--- src/rtl/bmmd_pkg.sv ---
// ----------------------------------------------------------------------------
// Bank-mapped memory decoder package
// Shared types and constants for the CPU memory-map decoder.
// ----------------------------------------------------------------------------
package bmmd_pkg;

    // Field widths of one input beat, one result beat and the kept state.
    localparam int CMD_W    = 4;
    localparam int ADDR_W   = 16;
    localparam int DATA_W   = 8;
    localparam int LINE_W   = 9;
    localparam int REGION_W = 3;
    localparam int VB_W     = 2;
    localparam int PAGE_W   = 3;

    // Default machine variant after reset.
    localparam logic DEFAULT_VARIANT = 1'b0;

    // Bus commands.
    typedef enum logic [CMD_W-1:0] {
        CMD_READ    = 4'd0,
        CMD_WRITE   = 4'd1,
        CMD_FETCH   = 4'd2,
        CMD_IOWR    = 4'd3,
        CMD_VSEL    = 4'd4,
        CMD_LINE    = 4'd5,
        CMD_HBLANK  = 4'd6,
        CMD_IPL     = 4'd7,
        CMD_SPECIAL = 4'd8
    } t_cmd;

    // Target regions.
    typedef enum logic [REGION_W-1:0] {
        REG_EMPTY = 3'd0,
        REG_ROM   = 3'd1,
        REG_RAM   = 3'd2,
        REG_GVRAM = 3'd3,
        REG_TVRAM = 3'd4
    } t_region;

    // Vertical blank port drive codes.
    typedef enum logic [VB_W-1:0] {
        VB_NONE = 2'd0,
        VB_HIGH = 2'd1,
        VB_LOW  = 2'd2
    } t_vb;

    // Machine variants.
    localparam logic VARIANT_FOUR_PAGE = 1'b0;
    localparam logic VARIANT_TWO_PAGE  = 1'b1;

    // Map constants.
    localparam logic [ADDR_W-1:0] ROM_END    = 16'h0800;
    localparam logic [ADDR_W-1:0] RAM_HI     = 16'h8000;
    localparam logic [ADDR_W-1:0] PAGE_SIZE  = 16'h4000;
    localparam logic [ADDR_W-1:0] V0_GVRAM   = 16'hc000;
    localparam logic [ADDR_W-1:0] HI_TVRAM   = 16'hd000;
    localparam logic [ADDR_W-1:0] HI_GVRAM   = 16'he000;
    localparam logic [ADDR_W-1:0] LO_TVRAM   = 16'h5000;
    localparam logic [ADDR_W-1:0] LO_GVRAM   = 16'h6000;
    localparam logic [DATA_W-1:0] VSEL_GRAPH = 8'h80;
    localparam logic [DATA_W-1:0] VSEL_TEXT  = 8'hc0;
    localparam logic [DATA_W-1:0] PORT_PAGE  = 8'hf7;
    localparam logic [DATA_W-1:0] PORT_LO    = 8'hf4;
    localparam logic [LINE_W-1:0] LINE_TOP   = 9'd0;
    localparam logic [LINE_W-1:0] LINE_VBL   = 9'd200;

    // Kept decoder state.
    typedef struct packed {
        logic              boot_mode;
        logic [DATA_W-1:0] video_select;
        logic [PAGE_W-1:0] video_page;
        logic              in_hblank;
    } t_state;

    // One input beat.
    typedef struct packed {
        logic [CMD_W-1:0]  command;
        logic [ADDR_W-1:0] address;
        logic [DATA_W-1:0] data;
        logic [LINE_W-1:0] line_number;
    } t_item;

    // One result beat.
    typedef struct packed {
        logic [REGION_W-1:0] region;
        logic [ADDR_W-1:0]   phys_offset;
        logic                wait_state;
        logic                busreq_assert;
        logic                busreq_release;
        logic [VB_W-1:0]     vblank_drive;
    } t_result;

endpackage

--- src/rtl/bmmd_in_if.sv ---
// ----------------------------------------------------------------------------
// Decoder input channel
// Valid/ready channel carrying one bus access or event per beat.
// ----------------------------------------------------------------------------
interface bmmd_in_if;
    logic                        valid;
    logic                        ready;
    logic [bmmd_pkg::CMD_W-1:0]  command;
    logic [bmmd_pkg::ADDR_W-1:0] address;
    logic [bmmd_pkg::DATA_W-1:0] data;
    logic [bmmd_pkg::LINE_W-1:0] line_number;

    modport source (output valid, command, address, data, line_number, input ready);
    modport sink   (input valid, command, address, data, line_number, output ready);
endinterface

--- src/rtl/bmmd_out_if.sv ---
// ----------------------------------------------------------------------------
// Decoder result channel
// Valid/ready channel carrying one decode result per beat.
// ----------------------------------------------------------------------------
interface bmmd_out_if;
    logic                          valid;
    logic                          ready;
    logic [bmmd_pkg::REGION_W-1:0] region;
    logic [bmmd_pkg::ADDR_W-1:0]   phys_offset;
    logic                          wait_state;
    logic                          busreq_assert;
    logic                          busreq_release;
    logic [bmmd_pkg::VB_W-1:0]     vblank_drive;

    modport source (output valid, region, phys_offset, wait_state, busreq_assert,
                    busreq_release, vblank_drive, input ready);
    modport sink   (input valid, region, phys_offset, wait_state, busreq_assert,
                    busreq_release, vblank_drive, output ready);
endinterface

--- src/rtl/bmmd_decode.sv ---
// ----------------------------------------------------------------------------
// Decoder core logic
// Maps one beat to its result and computes the next kept state.
// ----------------------------------------------------------------------------
module bmmd_decode (
    input  logic             i_variant,
    input  bmmd_pkg::t_state i_state,
    input  bmmd_pkg::t_item  i_item,
    output bmmd_pkg::t_result o_result,
    output bmmd_pkg::t_state o_state
);

    logic [bmmd_pkg::ADDR_W-1:0]   a;
    logic                          is_wr;
    logic                          in_rom;
    logic [bmmd_pkg::REGION_W-1:0] map_reg;
    logic [bmmd_pkg::ADDR_W-1:0]   map_off;
    logic [1:0]                    pg;
    logic [bmmd_pkg::ADDR_W-1:0]   gb;
    logic [bmmd_pkg::DATA_W-1:0]   port;

    assign a      = i_item.address;
    assign is_wr  = (i_item.command == bmmd_pkg::CMD_WRITE);
    assign in_rom = (a < bmmd_pkg::ROM_END);
    assign pg     = i_state.video_page[1:0];
    assign gb     = i_state.video_page[0] ? bmmd_pkg::PAGE_SIZE : '0;
    assign port   = a[bmmd_pkg::DATA_W-1:0];

    // Address map: boot/RAM base map, then the video overlay of the variant.
    always_comb begin
        if (i_state.boot_mode) begin
            if (in_rom) begin
                map_reg = is_wr ? bmmd_pkg::REG_EMPTY : bmmd_pkg::REG_ROM;
                map_off = is_wr ? '0 : a;
            end else if (a < bmmd_pkg::RAM_HI) begin
                map_reg = bmmd_pkg::REG_EMPTY;
                map_off = '0;
            end else begin
                map_reg = bmmd_pkg::REG_RAM;
                map_off = a - bmmd_pkg::RAM_HI;
            end
        end else begin
            map_reg = bmmd_pkg::REG_RAM;
            map_off = a;
        end

        if (i_variant == bmmd_pkg::VARIANT_FOUR_PAGE) begin
            if (i_state.video_select == bmmd_pkg::VSEL_GRAPH && a >= bmmd_pkg::V0_GVRAM) begin
                if (pg != 2'd0) begin
                    map_reg = bmmd_pkg::REG_GVRAM;
                    map_off = {pg, 14'd0} + (a - bmmd_pkg::V0_GVRAM);
                end else begin
                    map_reg = bmmd_pkg::REG_EMPTY;
                    map_off = '0;
                end
            end else if (i_state.video_select == bmmd_pkg::VSEL_TEXT
                         && a >= bmmd_pkg::HI_TVRAM && a < bmmd_pkg::HI_GVRAM) begin
                map_reg = bmmd_pkg::REG_TVRAM;
                map_off = a - bmmd_pkg::HI_TVRAM;
            end
        end else begin
            if (i_state.video_select == bmmd_pkg::VSEL_GRAPH) begin
                if (a >= bmmd_pkg::HI_TVRAM && a < bmmd_pkg::HI_GVRAM) begin
                    map_reg = bmmd_pkg::REG_TVRAM;
                    map_off = a - bmmd_pkg::HI_TVRAM;
                end else if (a >= bmmd_pkg::HI_GVRAM) begin
                    map_reg = bmmd_pkg::REG_GVRAM;
                    map_off = gb + (a - bmmd_pkg::HI_GVRAM);
                end
            end else if (i_state.video_select == bmmd_pkg::VSEL_TEXT) begin
                if (a >= bmmd_pkg::LO_TVRAM && a < bmmd_pkg::LO_GVRAM) begin
                    map_reg = bmmd_pkg::REG_TVRAM;
                    map_off = a - bmmd_pkg::LO_TVRAM;
                end else if (a >= bmmd_pkg::LO_GVRAM && a < bmmd_pkg::RAM_HI) begin
                    map_reg = bmmd_pkg::REG_GVRAM;
                    map_off = gb + (a - bmmd_pkg::LO_GVRAM);
                end
            end
        end
    end

    // Command dispatch: result fields and state updates.
    always_comb begin
        o_result = '0;
        o_state  = i_state;
        case (bmmd_pkg::t_cmd'(i_item.command))
            bmmd_pkg::CMD_READ, bmmd_pkg::CMD_WRITE: begin
                o_result.region        = map_reg;
                o_result.phys_offset   = map_off;
                o_result.busreq_assert = !i_state.in_hblank
                    && (map_reg == bmmd_pkg::REG_GVRAM || map_reg == bmmd_pkg::REG_TVRAM);
            end
            bmmd_pkg::CMD_FETCH: begin
                o_result.region      = map_reg;
                o_result.phys_offset = map_off;
                o_result.wait_state  = i_state.boot_mode && in_rom;
            end
            bmmd_pkg::CMD_IOWR: begin
                if (i_variant == bmmd_pkg::VARIANT_FOUR_PAGE) begin
                    if (port == bmmd_pkg::PORT_PAGE) begin
                        o_state.video_page = {1'b0, i_item.data[1:0]};
                    end
                end else if (port >= bmmd_pkg::PORT_LO && port <= bmmd_pkg::PORT_PAGE) begin
                    o_state.video_page = i_item.data[bmmd_pkg::PAGE_W-1:0];
                end
            end
            bmmd_pkg::CMD_VSEL: begin
                o_state.video_select = i_item.data;
            end
            bmmd_pkg::CMD_LINE: begin
                if (i_item.line_number == bmmd_pkg::LINE_TOP) begin
                    o_result.vblank_drive = bmmd_pkg::VB_HIGH;
                end else if (i_item.line_number == bmmd_pkg::LINE_VBL) begin
                    o_result.vblank_drive = bmmd_pkg::VB_LOW;
                end
                o_state.in_hblank = 1'b0;
            end
            bmmd_pkg::CMD_HBLANK: begin
                o_state.in_hblank       = 1'b1;
                o_result.busreq_release = 1'b1;
            end
            bmmd_pkg::CMD_IPL: begin
                o_state.boot_mode = 1'b1;
            end
            bmmd_pkg::CMD_SPECIAL: begin
                o_state.boot_mode = 1'b0;
            end
            default: begin
            end
        endcase
    end

endmodule

--- src/rtl/bank_mapped_memory_decoder_top.sv ---
// ----------------------------------------------------------------------------
// Bank-mapped memory decoder, top level
// Decodes CPU accesses into region and offset, tracking boot and video state.
// ----------------------------------------------------------------------------
//  Channel   Direction  Handshake      Beat contents
//  i_in      in         valid/ready    command, address, data, line_number
//  o_out     out        valid/ready    region, phys_offset, flags, vblank_drive
//  i_cfg_*   in         write enable   machine variant (1 bit)
//
// One beat per cycle is accepted while the result register is free; a result is
// offered once its beat has passed the input register and then the result
// register, and is held there until it is taken.
// Kept state is updated as a beat moves from the input to the result register.
// Reset (synchronous, active low) maps the boot ROM and clears video state.
// When the result is stalled, the input register still takes one more beat.
// ----------------------------------------------------------------------------
module bank_mapped_memory_decoder_top (
    input  logic               i_clk,
    input  logic               i_rst_n,
    input  logic               i_cfg_we,
    input  logic               i_cfg_wdata,
    bmmd_in_if.sink            i_in,
    bmmd_out_if.source         o_out
);

    logic              r_variant;
    bmmd_pkg::t_state  r_state;
    bmmd_pkg::t_state  n_state;
    logic              r_in_valid;
    bmmd_pkg::t_item   r_item;
    logic              r_out_valid;
    bmmd_pkg::t_result r_result;
    bmmd_pkg::t_result n_result;
    logic              advance;

    // Stage control: the result register frees when empty or taken.
    assign advance    = r_in_valid && (!r_out_valid || o_out.ready);
    assign i_in.ready = !r_in_valid || advance;

    // Configuration register.
    always_ff @(posedge i_clk) begin
        if (!i_rst_n) begin
            r_variant <= bmmd_pkg::DEFAULT_VARIANT;
        end else if (i_cfg_we) begin
            r_variant <= i_cfg_wdata;
        end
    end

    // Input register.
    always_ff @(posedge i_clk) begin
        if (!i_rst_n) begin
            r_in_valid <= 1'b0;
        end else if (i_in.ready) begin
            r_in_valid <= i_in.valid;
        end
    end

    always_ff @(posedge i_clk) begin
        if (i_in.valid && i_in.ready) begin
            r_item.command     <= i_in.command;
            r_item.address     <= i_in.address;
            r_item.data        <= i_in.data;
            r_item.line_number <= i_in.line_number;
        end
    end

    // Decode logic between the two registers.
    bmmd_decode u_decode (
        .i_variant (r_variant),
        .i_state   (r_state),
        .i_item    (r_item),
        .o_result  (n_result),
        .o_state   (n_state)
    );

    // Kept state and result register.
    always_ff @(posedge i_clk) begin
        if (!i_rst_n) begin
            r_state.boot_mode    <= 1'b1;
            r_state.video_select <= '0;
            r_state.video_page   <= '0;
            r_state.in_hblank    <= 1'b0;
            r_out_valid          <= 1'b0;
        end else begin
            if (advance) begin
                r_state     <= n_state;
                r_out_valid <= 1'b1;
            end else if (o_out.ready) begin
                r_out_valid <= 1'b0;
            end
        end
    end

    always_ff @(posedge i_clk) begin
        if (advance) begin
            r_result <= n_result;
        end
    end

    assign o_out.valid          = r_out_valid;
    assign o_out.region         = r_result.region;
    assign o_out.phys_offset    = r_result.phys_offset;
    assign o_out.wait_state     = r_result.wait_state;
    assign o_out.busreq_assert  = r_result.busreq_assert;
    assign o_out.busreq_release = r_result.busreq_release;
    assign o_out.vblank_drive   = r_result.vblank_drive;

endmodule

--- src/flat_wrapper.sv ---
// flat-port wrapper written by rule: the top's interface ports become plain ports
module bank_mapped_memory_decoder_top_flat 
  (i_clk, i_rst_n, i_cfg_we, i_cfg_wdata, i_in_valid, i_in_command, i_in_address, i_in_data, i_in_line_number, i_in_ready, o_out_valid, o_out_region, o_out_phys_offset, o_out_wait_state, o_out_busreq_assert, o_out_busreq_release, o_out_vblank_drive, o_out_ready);
  bmmd_in_if i_in_i ();
  bmmd_out_if o_out_i ();
  input  logic i_clk;
  input  logic i_rst_n;
  input  logic i_cfg_we;
  input  logic i_cfg_wdata;
  input wire logic [$bits(i_in_i.valid)-1:0] i_in_valid;
  input wire logic [$bits(i_in_i.command)-1:0] i_in_command;
  input wire logic [$bits(i_in_i.address)-1:0] i_in_address;
  input wire logic [$bits(i_in_i.data)-1:0] i_in_data;
  input wire logic [$bits(i_in_i.line_number)-1:0] i_in_line_number;
  output wire logic [$bits(i_in_i.ready)-1:0] i_in_ready;
  output wire logic [$bits(o_out_i.valid)-1:0] o_out_valid;
  output wire logic [$bits(o_out_i.region)-1:0] o_out_region;
  output wire logic [$bits(o_out_i.phys_offset)-1:0] o_out_phys_offset;
  output wire logic [$bits(o_out_i.wait_state)-1:0] o_out_wait_state;
  output wire logic [$bits(o_out_i.busreq_assert)-1:0] o_out_busreq_assert;
  output wire logic [$bits(o_out_i.busreq_release)-1:0] o_out_busreq_release;
  output wire logic [$bits(o_out_i.vblank_drive)-1:0] o_out_vblank_drive;
  input wire logic [$bits(o_out_i.ready)-1:0] o_out_ready;
  assign i_in_i.valid = i_in_valid;
  assign i_in_i.command = i_in_command;
  assign i_in_i.address = i_in_address;
  assign i_in_i.data = i_in_data;
  assign i_in_i.line_number = i_in_line_number;
  assign i_in_ready = i_in_i.ready;
  assign o_out_valid = o_out_i.valid;
  assign o_out_region = o_out_i.region;
  assign o_out_phys_offset = o_out_i.phys_offset;
  assign o_out_wait_state = o_out_i.wait_state;
  assign o_out_busreq_assert = o_out_i.busreq_assert;
  assign o_out_busreq_release = o_out_i.busreq_release;
  assign o_out_vblank_drive = o_out_i.vblank_drive;
  assign o_out_i.ready = o_out_ready;
  bank_mapped_memory_decoder_top u_core (.i_clk(i_clk), .i_rst_n(i_rst_n), .i_cfg_we(i_cfg_we), .i_cfg_wdata(i_cfg_wdata), .i_in(i_in_i), .o_out(o_out_i));
endmodule
--- config.mk ---
export PLATFORM = sky130hd
export DESIGN_NAME = bank_mapped_memory_decoder_top_flat
export DESIGN_NICKNAME = d
export VERILOG_FILES = /design/src/rtl/bmmd_pkg.sv /design/src/rtl/bmmd_in_if.sv /design/src/rtl/bmmd_out_if.sv /design/src/rtl/bmmd_decode.sv /design/src/rtl/bank_mapped_memory_decoder_top.sv /design/src/flat_wrapper.sv
export SDC_FILE = /design/constraint.sdc
export NUM_CORES = 1
export LEC_CHECK = 0
export ABC_CLOCK_PERIOD_IN_PS = 3800
export BUFFER_PORTS_ARGS = -buffer_cell sky130_fd_sc_hd__buf_2
export CAP_MARGIN = 20
export CELL_PAD_IN_SITES_DETAIL_PLACEMENT = 0
export CELL_PAD_IN_SITES_GLOBAL_PLACEMENT = 1
export CORE_MARGIN = 2
export CORE_UTILIZATION = 47
export CTS_CLUSTER_SIZE = 40
export DETAILED_ROUTE_END_ITERATION = 12
export PLACE_DENSITY = 0.86
export SYNTH_ARGS = -nofsm -noshare
export SYNTH_HDL_FRONTEND = slang
export SYNTH_SLANG_ARGS = --single-unit
--- constraint.sdc ---
create_clock -name i_clk -period 3.8 [get_ports i_clk]
set_input_delay 0.38 -clock i_clk [delete_from_list [all_inputs] [get_ports i_clk]]
set_output_delay 0.38 -clock i_clk [all_outputs]
set_load 0.01 [all_outputs]
=== Word level (Yosys, flattened, before mapping) ===
Cells that the tools add are included.

* Bits in registers: 76
* Input bits: 43
* Output and inout bits: 26

* Mux-type cells: 39
* Equality and inequality tests: 15
* Bitwise logic cells: 1
* Add/subtract/negate cells: 9
* Reduce and logical (&&, ||, !) cells: 31
* Order comparisons: 11

{| class="wikitable"
|+ Operators by type and width
! cell !! count
|-
| $mux W16 || 14
|-
| $sub A16 B16 Y16 const B || 4
|-
| $ge A16 B16 Y1 const B || 3
|-
| $add A15 B16 Y16 || 2
|-
| $ge A16 B15 Y1 const B || 2
|-
| $lt A16 B16 Y1 const B || 2
|-
| $sub A16 B15 Y16 const B || 2
|-
| $mux W3 || 10
|-
| $eq A8 B8 Y1 const B || 3
|-
| $add A16 B16 Y16 || 1
|-
| $eq A4 B3 Y1 const B || 4
|-
| $lt A16 B12 Y1 const B || 1
|-
| $lt A16 B15 Y1 const B || 1
|-
| $mux W15 || 1
|-
| $mux W2 || 7
|-
| $logic_and A1 B1 Y1 || 11
|-
| $reduce_bool A2 Y1 || 5
|-
| $eq A9 B8 Y1 const B || 1
|-
| $logic_not A9 Y1 || 1
|-
| $eq A4 B2 Y1 const B || 2
|-
| $ge A8 B8 Y1 const B || 1
|-
| $le A8 B8 Y1 const B || 1
|-
| $reduce_and A2 Y1 || 3
|-
| $mux W1 || 5
|-
| other kinds (13) || 19
|}

=== Longest topological paths before layout ===
Gate-level depths: netlist of run 1.

* Depth in word-level cells: 12
* Gate-level depth with buffers: 9
* Mapped depth without buffers: 7

=== Cells and area by module ===
Synthesis of run 1 repeated with hierarchy kept, for this count alone.

* Cell total of the unflattened synthesis: 320
* Area total of the unflattened synthesis: 3713.6 um^2

{| class="wikitable"
|+ By module, submodules not included
! module !! cells each !! instances !! sequential area each (um^2) !! area an instance (um^2)
|-
| bank_mapped_memory_decoder_top || 130 || 1 || 2152.1 || 2488.6
|-
| bmmd_decode || 190 || 1 || 0.0 || 1224.9
|}

=== Worst setup path after synthesis of run 1 ===
Ideal clock, no wire load.

* Path kind: flip-flop to flip-flop
* Start: register u_core.r_item[30] (netlist name)
* End: register u_core.r_result, in the netlist u_core.o_out.phys_offset[12], data pin
* Path slack: 1.301 ns
* Library setup time: 0.254 ns
* Cell stages (with the launch flop): 10
* Path buffers: 2
* Arrival time: 2.245 ns
* Path through: edfxtp_1 -> clkbuf_1 -> inv_1 -> ha_1 -> nor4b_1 -> a41oi_1 -> clkbuf_1 -> a2111oi_0 -> o22ai_1 -> o21a_1

* Longest elaborated chain between the ends: 9
* Elaborated cells between the ends (all ways): 27
* Those cells by class: order compare: 9; mux: 12; reduce/logical: 6

{| class="wikitable"
|+ Ends and longest elaborated chain
! element !! line !! text
|-
| from (decl) || bank_mapped_memory_decoder_top.sv:30 || <nowiki>bmmd_pkg::t_item r_item;</nowiki>
|-
| $lt A16 B16 Y1 || bmmd_decode.sv:35, bmmd_decode.sv:74 ||
|-
| $mux W16 || bmmd_decode.sv:35 || <nowiki>end else if (a < bmmd_pkg::RAM_HI) begin</nowiki>
|-
| $mux W16 || bmmd_decode.sv:32 || <nowiki>if (in_rom) begin</nowiki>
|-
| $mux W16 || bmmd_decode.sv:31 || <nowiki>if (i_state.boot_mode) begin</nowiki>
|-
| $mux W16 || bmmd_decode.sv:74 || <nowiki>end else if (a >= bmmd_pkg::LO_GVRAM && a < bmmd_pkg::RAM_HI) begin</nowiki>
|-
| $mux W16 || bmmd_decode.sv:71 || <nowiki>if (a >= bmmd_pkg::LO_TVRAM && a < bmmd_pkg::LO_GVRAM) begin</nowiki>
|-
| $mux W16 || bmmd_decode.sv:70 || <nowiki>end else if (i_state.video_select == bmmd_pkg::VSEL_TEXT) begin</nowiki>
|-
| $mux W16 || bmmd_decode.sv:62 || <nowiki>if (i_state.video_select == bmmd_pkg::VSEL_GRAPH) begin</nowiki>
|-
| $mux W16 (*) || bmmd_decode.sv:47 || <nowiki>if (i_variant == bmmd_pkg::VARIANT_FOUR_PAGE) begin</nowiki>
|-
| to (signal assigned) || bank_mapped_memory_decoder_top.sv:96 || <nowiki>r_result <= n_result;</nowiki>
|-
| to (decl) || bank_mapped_memory_decoder_top.sv:32 || <nowiki>bmmd_pkg::t_result r_result;</nowiki>
|}

Every way passes the cells marked *; elsewhere a longest branch is shown, timed or not.
A chain may end at the register's enable or synchronous reset.

=== Final worst setup path of run 1 ===
* Start: register u_core.r_item[30] (netlist name)
* End: register u_core.r_result, in the netlist u_core.o_out.phys_offset[4], data pin

The elaborated chain is that of the path after synthesis.

==> results.md, run 1 <==
- Share of post-route cells with drive strength above 1: 0.2624
- WP data arrival: 3.01 ns
- VDD IR max: 0.4157 mV
- Filler Cell Count: roughly 630
- WHS: 0.2049 ns
- Row count: 31
- Layout area overhead: 18.08%
- Later-pin clock latency in the skew report: 0.35 ns
- CP max FO: 12
- Num ports: 69
- Post-CTS Setup Bufs: 0
- RSZ-0062 raised after global routing: false
- WS Path Type: reg2reg
- Initial antenna violation count: 0
- Drt total wl: 7598 um
- Fin nets: 405
- Max_cap viols: 0
- Detailed Routing Iterations Pass 1: 4
- Tmin final: 2.796 ns
- Worst slew margin: 0.3051
- Root Buffer: clkbuf_8
- Async SR Flop Fraction: 0
- NetSw: 0.3892 mW
- Final Non-Filler Cells: 461
- Setup TNS Final: 0 ns
- Crit start category: register
- HP Class: in2reg
- DR DRC count: 0
- Seq/Total Area, Yosys: 0.6004
- Final worst path period share: 0.7358
- Syn_nets: 337
- Fmax: 0.3576 GHz
- Worst R2R Path Depth: 8
- # hold bufs at CTS: 0
- Placed Instances: 445
- Vias per cell: about 5.6
- Fin. max-slew vios: 0
- Clk sinks: 76
- Clk pwr share: 0.371
- Top_reg_cell synth: edfxtp_1
- Starting Density: 0.4870
- Routed Antenna Nets: 0
- Pwr dens: 418.3 nW/um^2
- Post-synth EDFFs: 61
- Vias in the first global route: approximately 2.5k
- CTS Buf Count: 9
- Post-DP HPWL: 5596 um
- Largest cells by area after synthesis: edfxtp_1, dfxtp_1, nor2b_1, mux2i_1, and2_1
- Via count: 2,575
- Tot GR Track Use: 0.1925
- DR iter-0 viols: 177
- First-pass GRT wire length: 12,350 um
- Post-CTS sizing: 0
- Gate Count Post-Synth: 290
- Critical path data required time: 4.02 ns
- Comb pwr share: 0.075
- Max Buffers Root-to-Sink: 2
- Switch share: 0.2219
- Skew final: 0.008368 ns
- I/O Buffers: 68
- Setup violations, final: 0
- Fin area: 4193 um^2
- Int Power: 1.365 mW
- CTS clock-pin slew for the worst setup and hold paths: 0.07 ns
- Outcome: finished, final reports clean
- Dpl cell area: 3965 um^2
- Syn avg cell area: approximately 12 um^2
- Routed WL per cell: 16.48 um
- Yosys top cell by area: edfxtp_1
- Die width: 90.92 um
- Post-synthesis instance area: 3551 um^2
- H-Tree Level Count: 3
- CTS tree: yes
- Synth warn: 0
- Synthesis-stage register bit count: 76
- Worst-Margin Slew: 1.034 ns
- Chip height: 90.92 um
- Total congestion overflow: 0
- Hold Path Cell Cnt: 1
- Share of Yosys cell area claimed by the top area cell type: 0.5159
- Core area: approximately 7300 um^2
- Final hold vios: 0
- Die area: roughly 8300 um^2
- Setup crit end kind: register
- Largest net degree at the start of global routing: 25
- Sequential power share: 0.554
- Gp weighted congestion: 0.9635
- N_diodes: 0
- Leakage power: 1.551 nW
- Unique cell type count in the Yosys netlist: roughly 60
## cell usage in the layout (no fill, tap or decap), types with 4 or more instances in the layout
cell       n
inv_1      4
mux2i_1   11
nand3_1   10
o21ai_0    8
clkbuf_8   9
nor3_1    10
and2_1    16
nand2_1   11
dfxtp_1   15
or4_1      5
nand2b_1   5
nor4_1     7
a21oi_1   13
nor2b_1   18
buf_2     68
nor2_1    12
edfxtp_1  61
## final timing paths
check                                    from                                   endpoint  slack, ns
setup / recovery  u_core.r_item[30]$_DFFE_PP_  u_core.o_out.phys_offset[4]$_SDFFCE_PN0P_       1.00
hold / removal                i_in_address[4]                u_core.r_item[21]$_DFFE_PP_       0.20
hold reg to reg   u_core.r_item[16]$_DFFE_PP_            u_core.r_state[11]$_SDFFE_PN0P_       0.51
setup reg to reg  u_core.r_item[30]$_DFFE_PP_  u_core.o_out.phys_offset[4]$_SDFFCE_PN0P_       1.00
## critical path, stage by stage (launching register included)
cell      delay [ns]
edfxtp_1        0.54
inv_1           0.19
ha_1            0.29
nand2b_1        0.10
o31ai_1         0.86
a21oi_1         0.15
nor3_1          0.22
buf_4           0.18
and2_1          0.13
## area by class of cell
type	instances	area [um^2]	share of cell area
inverter	4	15.01	0.003581
clock buffer	9	123.9	0.02954
tap	99	123.9	0.02954
timing repair buffer	72	377.9	0.09012
multi-input combinational	195	1331	0.3175
clock inverter	6	88.84	0.02119
sequential	76	2132	0.5085
## registers in the layout, summed over array words and instances (netlist names), 2 cells and up
name                       cells
u_core.o_out.region            3
u_core.r_item                 37
u_core.o_out.phys_offset      16
u_core.r_state                12
u_core.o_out.vblank_drive      2
## Yosys cell counts (all sizes together), types with 3 or more instances
cell / instances
nand4: 3
a211oi: 3
nand3: 10
nand2b: 5
o31ai: 3
buf: 4
nand2: 11
edfxtp: 61
nor2: 12
nand3b: 3
nor2b: 18
a21oi: 13
o311ai: 3
clkbuf: 11
nor3: 12
or4: 6
inv: 4
nor4b: 4
dfxtp: 15
ha: 3
and2: 16
a31oi: 3
mux2i: 11
o21ai: 8
or3: 4
nor4: 8
xnor2: 3
## layer usage
layer  track usage  vias up  wire [um]
met1        0.2567     1219       3336
met3       0.04090       15        390
li1              -     1256          -
met2        0.3117       85       3725
met5             0        -          0
met4       0.06818        0        146
## logic make-up (layout without fill, tap and decap cells)
group / after synthesis / count (layout) / synth area share
adders and majority gates: 4 / 4 / 0.01621
buffers and inverters: 19 / 91 / 0.02466
DFF: 76 / 76 / 0.6004
and+or+nand+nor: 121 / 121 / 0.2097
AOI/OAI and AO/OA: 55 / 55 / 0.1082
xor gates and xnor gates: 4 / 4 / 0.009868
muxes: 11 / 11 / 0.03101
## through the flow
stage / total power [mW] / util / worst slack (ns)
after global routing: 1.822 / 0.5750 / 0.7948
after detailed placement: 1.121 / 0.5438 / 1.076
final: 1.754 / 0.5750 / 1.004
after global placement: 1.120 / 0.5438 / 1.060
after floorplan: 1.058 / - / 1.301
after CTS: 1.770 / 0.5729 / 1.050
## power groups by stage
stage | logic, mW | registers [mW] | clock network, mW
after global placement | 0.130 | 0.990 | 0
after detailed placement | 0.130 | 0.991 | 0
after global routing | 0.146 | 0.976 | 0.700
after CTS | 0.130 | 0.972 | 0.668
after floorplan | 0.0789 | 0.979 | 0
final | 0.132 | 0.972 | 0.651
Note: power is estimated with default switching activity, not from simulation.
==> run 2, diff against run 1 <==
--- a/config.mk
+++ b/config.mk
@@ -5,16 +5,17 @@
 export SDC_FILE = /design/constraint.sdc
 export NUM_CORES = 1
 export LEC_CHECK = 0
-export ABC_CLOCK_PERIOD_IN_PS = 3800
+export ABC_AREA = 1
+export ABC_CLOCK_PERIOD_IN_PS = 2780
 export BUFFER_PORTS_ARGS = -buffer_cell sky130_fd_sc_hd__buf_2
 export CAP_MARGIN = 20
 export CELL_PAD_IN_SITES_DETAIL_PLACEMENT = 0
 export CELL_PAD_IN_SITES_GLOBAL_PLACEMENT = 1
 export CORE_MARGIN = 2
-export CORE_UTILIZATION = 47
+export CORE_UTILIZATION = 42
 export CTS_CLUSTER_SIZE = 40
 export DETAILED_ROUTE_END_ITERATION = 12
-export PLACE_DENSITY = 0.86
+export PLACE_DENSITY = 0.81
 export SYNTH_ARGS = -nofsm -noshare
 export SYNTH_HDL_FRONTEND = slang
 export SYNTH_SLANG_ARGS = --single-unit
==> constraint.sdc (replaced) <==
create_clock -name i_clk -period 2.78 [get_ports i_clk]
set_input_delay 0.278 -clock i_clk [delete_from_list [all_inputs] [get_ports i_clk]]
set_output_delay 0.278 -clock i_clk [all_outputs]
set_load 0.01 [all_outputs]
==> results.md, run 2 <==
- Detailed Routing Iterations Pass 1: 4 (unchanged)
- DR iter-0 viols: 149 (was 177)
- Share of post-route cells with drive strength above 1: 0.2864 (was 0.2624)
- VDD IR max: 0.3116 mV (was 0.4157 mV)
- Dpl cell area: 4084 um^2 (was 3965 um^2)
- Worst slew margin: 0.5100 (was 0.3051)
- Post-DP HPWL: 5727 um (was 5596 um)
- Syn_nets: 412 (was 337)
- CTS tree: yes (unchanged)
- Final hold vios: 0 (unchanged)
- Final worst path period share: 0.8181 (was 0.7358)
- Via count: 2,698 (was 2,575)
- Synth warn: 0 (unchanged)
- Share of Yosys cell area claimed by the top area cell type: 0.5082 (was 0.5159)
- Outcome: finished, final reports clean (unchanged)
- CTS clock-pin slew for the worst setup and hold paths: 0.08 ns (was 0.07 ns)
- WHS: 0.09879 ns (was 0.2049 ns)
- Seq/Total Area, Yosys: 0.5915 (was 0.6004)
- Initial antenna violation count: 0 (unchanged)
- Worst-Margin Slew: 0.7328 ns (was 1.034 ns)
- Unique cell type count in the Yosys netlist: 37 (was 61)
- Setup crit end kind: register (unchanged)
- RSZ-0062 raised after global routing: false (unchanged)
- Core area: 8258 um^2 (was 7292 um^2)
- Fin. max-slew vios: 0 (unchanged)
- Async SR Flop Fraction: 0 (unchanged)
- Row count: 33 (was 31)
- Top_reg_cell synth: edfxtp_1 (unchanged)
- Yosys top cell by area: edfxtp_1 (unchanged)
- Die area: 9339 um^2 (was 8266 um^2)
- CP max FO: 11 (was 12)
- Post-CTS Setup Bufs: 0 (unchanged)
- Routed Antenna Nets: 0 (unchanged)
- Root Buffer: clkbuf_8 (unchanged)
- Fin area: 4283 um^2 (was 4193 um^2)
- Most frequent cell after synthesis: nand2_1 (was edfxtp_1)
- Post-synth EDFFs: 61 (unchanged)
- Leakage power: 1.745 nW (was 1.551 nW)
- Vias in the first global route: 2,575 (was 2,471)
- I/O Buffers: 68 (unchanged)
- Num ports: 69 (unchanged)
- Total power: 2.368 mW (was 1.754 mW)
- Chip height: 96.64 um (was 90.92 um)
- Fin util: 0.5186 (was 0.5750)
- Most common cell after layout, fill and taps aside: nand2_1 (was buf_2)
- Max_cap viols: 0 (unchanged)
- Die width: 96.64 um (was 90.92 um)
- CTS Buf Count: 9 (unchanged)
- Most instantiated cells after synthesis: nand2_1, edfxtp_1, nor2_1, inv_1, nand3_1 (was edfxtp_1, nor2b_1, and2_1, dfxtp_1, a21oi_1)
- Gp weighted congestion: 0.9002 (was 0.9635)
- Setup TNS Final: 0 ns (unchanged)
- HP Class: in2reg (unchanged)
- Tot GR Track Use: 0.1668 (was 0.1925)
- H-Tree Level Count: 3 (unchanged)
- Largest net degree at the start of global routing: 27 (was 25)
- Largest cells by area after synthesis: edfxtp_1, dfxtp_1, nand2_1, nand3_1, nor2_1 (was edfxtp_1, dfxtp_1, nor2b_1, mux2i_1, and2_1)
- Post-CTS sizing: 0 (unchanged)
- DR DRC count: 0 (unchanged)
- Most frequent cells in the layout: nand2_1, buf_2, edfxtp_1 (was buf_2, edfxtp_1, nor2b_1)
- WS Path Type: reg2reg (unchanged)
- Clk sinks: 76 (unchanged)
- Max reg flops: 37 (unchanged)
- Syn avg cell area: 9.876 um^2 (was 12.24 um^2)
- Fmax: 0.4397 GHz (was 0.3576 GHz)
- WP data arrival: 2.35 ns (was 3.01 ns)
- Drt total wl: 7425 um (was 7598 um)
- Crit start category: register (unchanged)
- Starting Density: 0.4365 (was 0.4870)
- Synthesis-stage register bit count: 76 (unchanged)
- Pwr dens: 552.8 nW/um^2 (was 418.3 nW/um^2)
- Routed WL per cell: 13.45 um (was 16.48 um)
- # hold bufs at CTS: 0 (unchanged)
- Post-synthesis instance area: 3605 um^2 (was 3551 um^2)
- Gate Count Post-Synth: 365 (was 290)
- N_diodes: 0 (unchanged)
- Vias per cell: 4.888 (was 5.586)
- Max Buffers Root-to-Sink: 2 (unchanged)
- Skew final: 0.01175 ns (was 0.008368 ns)
- First-pass GRT wire length: 12,390 um (was 12,350 um)
- Fin nets: 489 (was 405)
- Layout area overhead: 18.81% (was 18.08%)
- Most flops, register: u_core.r_item (unchanged)
- Critical path data required time: 2.86 ns (was 4.02 ns)
- Tmin final: 2.274 ns (was 2.796 ns)
- Total congestion overflow: 0 (unchanged)
- Later-pin clock latency in the skew report: 0.35 ns (about the same)
- Setup violations, final: 0 (unchanged)
-- run 2: changes by cell type after synthesis, sizes merged, moves of 5 or more --
cell	change
nand2	+71
nor2	+43
inv	+38
nand3	+24
nor2b	-18
and2	-16
mux2i	-11
clkbuf	-8
o21ai	+8
a21oi	+7
nor3	-6
nand2b	-5
nor4	-5
or4	-5
-- run 2: final cells by class --
class,count,area [um^2]
sequential,76,2132
clock inverter,7,75.07
fill,773,3975
tap,105,131.4
timing repair buffer,72,382.9
multi-input combinational,239,1271
inverter,44,166.4
clock buffer,9,123.9
-- run 2: report_power, final --
part,switching [mW],internal [mW]
clock,0.416,0.421
combinational,0.137,0.0784
sequential,0.0297,1.29
-- run 2: kinds of logic after synthesis --
kind of cell,share of synthesized area
buffers and inverters,0.05588
AOI/OAI and AO/OA,0.06734
and+or+nand+nor,0.2645
xor gates and xnor gates,0.004860
adders and majority gates,0.01597
DFF,0.5915
-- run 2: layer usage --
| layer | share of wire | vias to the layer above | global-route usage |
|---|---|---|---|
| met4 | 0.026 | 0 | 0.08559 |
| met3 | 0.045 | 15 | 0.03035 |
| li1 | - | 1389 | - |
| met1 | 0.45 | 1214 | 0.2199 |
| met2 | 0.48 | 80 | 0.2639 |
| met5 | 0 | - | 0 |
-- run 2: final timing paths --
path                                        from                                         to  slack [ns]  cells after the start
setup reg to reg     u_core.r_item[30]$_DFFE_PP_  u_core.o_out.phys_offset[0]$_SDFFCE_PN0P_        0.51                      8
hold reg to reg   u_core.r_state[0]$_SDFFE_PN0P_             u_core.r_state[0]$_SDFFE_PN0P_        0.48                      2
hold / removal                   i_in_command[3]                u_core.r_item[36]$_DFFE_PP_         0.1                      1
setup / recovery     u_core.r_item[30]$_DFFE_PP_  u_core.o_out.phys_offset[0]$_SDFFCE_PN0P_        0.51                      8
-- run 2: critical path, stage by stage (launching register included) --
cell and delay (ns):
edfxtp_1 0.38, clkinv_1 0.24, ha_1 0.29, nand2_1 0.11
nor2_1 0.07, nand2_1 0.08, nand2_2 0.11, o211ai_2 0.65
nor2_1 0.08
-- run 2: stage by stage --
step,cells,worst slack [ns]
2_1_floorplan,365,0.7603
3_3_place_gp,536,0.5887
3_5_place_dp,536,0.5248
4_1_cts,552,0.5075
5_1_grt,552,0.3177
6_report,552,0.5057
==> run 3, diff against run 2 <==
--- a/config.mk
+++ b/config.mk
@@ -5,17 +5,17 @@
 export SDC_FILE = /design/constraint.sdc
 export NUM_CORES = 1
 export LEC_CHECK = 0
-export ABC_AREA = 1
-export ABC_CLOCK_PERIOD_IN_PS = 2780
+export ABC_AREA = 0
+export ABC_CLOCK_PERIOD_IN_PS = 2000
 export BUFFER_PORTS_ARGS = -buffer_cell sky130_fd_sc_hd__buf_2
 export CAP_MARGIN = 20
 export CELL_PAD_IN_SITES_DETAIL_PLACEMENT = 0
 export CELL_PAD_IN_SITES_GLOBAL_PLACEMENT = 1
 export CORE_MARGIN = 2
-export CORE_UTILIZATION = 42
+export CORE_UTILIZATION = 39
 export CTS_CLUSTER_SIZE = 40
 export DETAILED_ROUTE_END_ITERATION = 12
-export PLACE_DENSITY = 0.81
+export PLACE_DENSITY = 0.77
 export SYNTH_ARGS = -nofsm -noshare
 export SYNTH_HDL_FRONTEND = slang
 export SYNTH_SLANG_ARGS = --single-unit
==> constraint.sdc (replaced) <==
create_clock -name i_clk -period 2 [get_ports i_clk]
set_input_delay 0.2 -clock i_clk [delete_from_list [all_inputs] [get_ports i_clk]]
set_output_delay 0.2 -clock i_clk [all_outputs]
set_load 0.01 [all_outputs]
==> results.md, run 3 (synthesis results as in run 1) <==
- Vias per cell: 5.349 (was 4.888)
- Die width: 99.42 um (was 96.64 um)
- Pwr dens: 684.0 nW/um^2 (was 552.8 nW/um^2)
- DR DRC count: 0 (unchanged)
- Pre-CTS setup slack: -0.1840 ns (was 0.5248 ns)
- CP max-delay cell: edfxtp_1 (was o211ai_2)
- Starting Density: 0.4052 (was 0.4365)
- Vias in the first global route: 2,922 (was 2,575)
- Post-DP HPWL: 6664 um (was 5727 um)
- Most flops, register: u_core.r_item (unchanged)
- First-pass GRT wire length: 14,280 um (was 12,390 um)
- Clk sinks: 76 (unchanged)
- Setup violations, final: 11 (was 0)
- Routed WL per cell: 16.65 um (was 13.45 um)
- Largest net degree at the start of global routing: 27 (unchanged)
- Final Non-Filler Cells: 558 (was 552)
- VDD IR max: 0.4448 mV (was 0.3116 mV)
- WP data arrival: 2.26 ns (was 2.35 ns)
- Layout area overhead: 44.54% (was 18.81%)
- CTS tree: yes (unchanged)
- Worst slew margin: 0.7333 (was 0.5100)
- RSZ-0062 raised after global routing: true (was false)
- WS Path Type: reg2reg (unchanged)
- Initial antenna violation count: 0 (unchanged)
- Leakage power: 2.005 nW (was 1.745 nW)
- Routed Antenna Nets: 0 (unchanged)
- Failing checks: setup timing
- Placed Instances: 512 (was 536)
- Critical path data required time: 2.12 ns (was 2.86 ns)
- N_diodes: 0 (unchanged)
- Cell mode on critical path: buf_4
- Fin area: 5132 um^2 (was 4283 um^2)
- Chip height: 99.42 um (was 96.64 um)
- Fmax: 0.4681 GHz (was 0.4397 GHz)
- Dpl cell area: 4492 um^2 (was 4084 um^2)
- WHS: 0.01472 ns (was 0.09879 ns)
- CTS Buf Count: 9 (unchanged)
- Crit-path leading delay family: compound AO/OA/AOI/OAI gates (unchanged)
- H-Tree Level Count: 3 (unchanged)
- Most common cell after layout, fill and taps aside: buf_2 (was nand2_1)
- Worst-Margin Slew: 0.3995 ns (was 0.7328 ns)
- HP Class: in2reg (unchanged)
- Crit path largest cell delay: 0.46 ns (was 0.65 ns)
- Outcome: finished, violations left (was finished, final reports clean)
- Crit start category: register (unchanged)
- Max reg flops: 37 (unchanged)
- Gp weighted congestion: 0.9735 (was 0.9002)
- Reg2reg start: u_core.r_item[30]$_DFFE_PP_ (unchanged)
- Most frequent cells in the layout: buf_2, buf_4, edfxtp_1 (was nand2_1, buf_2, edfxtp_1)
- Skew final: 0.01293 ns (was 0.01175 ns)
- Fin nets: 492 (was 489)
- Worst Path Buf+Inv: 3 (was 1)
- I/O Buffers: 68 (unchanged)
- Worst Hold Launch: i_in_command[2] (was i_in_command[3])
- PnR worst setup slack: -0.1365 ns (was 0.5057 ns)
- DR iter-0 viols: 111 (was 149)
- Share of post-route cells with drive strength above 1: 0.4222 (was 0.2864)
- Total congestion overflow: 0 (unchanged)
- Tmin final: 2.136 ns (was 2.274 ns)
- CP max FO: 10 (was 11)
- Cell Chain, Critical Path: buf_4 > buf_4 > nor2_1 > a41oi_4 > buf_6 > o211ai_1 > nand3_1 > a32o_1 (was clkinv_1 > ha_1 > nand2_1 > nor2_1 > nand2_1 > nand2_2 > o211ai_2 > nor2_1)
- Row count: 34 (was 33)
- Final worst path period share: 1.068 (was 0.8181)
- Num ports: 69 (unchanged)
- CTS clock-pin slew for the worst setup and hold paths: 0.09 ns (was 0.08 ns)
- Drt total wl: 9288 um (was 7425 um)
- Core area: 8763 um^2 (was 8258 um^2)
- Detailed Routing Iterations Pass 1: 5 (was 4)
- Setup TNS Final: -0.4800 ns (was 0 ns)
- Crit. Startpoint: u_core.r_item[30]$_DFFE_PP_ (unchanged)
- Max_cap viols: 0 (unchanged)
- Die area: 9884 um^2 (was 9339 um^2)
- Max Buffers Root-to-Sink: 2 (unchanged)
- Root Buffer: clkbuf_8 (unchanged)
- Setup crit end kind: register (unchanged)
- Tot GR Track Use: 0.1869 (was 0.1668)
- Final hold vios: 0 (unchanged)
- Via count: 2,985 (was 2,698)
- Fin. max-slew vios: 0 (unchanged)
- Later-pin clock latency in the skew report: 0.36 ns (was 0.35 ns)
## run 3: report_power, final
part / internal (mW) / total [mW] / switching, mW
Sequential: 1.78 / 1.82 / 0.0367
Clock: 0.607 / 1.27 / 0.662
Combinational: 0.212 / 0.421 / 0.209
## run 3: worst paths after layout
path,cells after the start,slack (ns),to
min,1,0.01,u_core.r_item[35]$_DFFE_PP_
max,8,-0.14,u_core.o_out.phys_offset[15]$_SDFFCE_PN0P_
max reg2reg,8,-0.14,u_core.o_out.phys_offset[15]$_SDFFCE_PN0P_
min reg2reg,2,0.50,u_core.r_state[10]$_SDFFE_PN0P_
## run 3: through the flow
step | util | power, mW
global placement | 0.5126 | 2.202
CTS | 0.5550 | 3.492
global route | 0.5857 | 3.631
detailed placement | 0.5126 | 2.209
finish | 0.5857 | 3.511
floorplan | - | 2.028
## run 3: layer usage
layer	track usage	wire length [um]	vias up	part of all wire
li1	-	-	1435	-
met1	0.2335	3952	1421	0.43
met2	0.3176	4653	113	0.50
met3	0.04989	524	16	0.056
met4	0.05796	157	0	0.017
met5	0	0	-	0
## run 3: timing repair
| item | 4_1_cts | 5_1_grt |
|---|---|---|
| pin swaps | 13 | 18 |
| hold buffers | 5 | 18 |
| cloned | 0 | 1 |
| setup buffers | 5 | 1 |
| resized for setup | 16 | 19 |
| endpoints found under the hold margin | 5 | 18 |
| setup endpoints to repair | 19 | 27 |
## run 3: final cells by class
class | instances | area, um^2
Timing Repair Buffer | 159 | 1086
Inverter | 4 | 20.02
Tap cell | 108 | 135.1
Clock buffer | 9 | 123.9
Sequential cell | 76 | 2133
Fill cell | 731 | 3631
Clock inverter | 7 | 86.33
Multi-Input combinational cell | 195 | 1548
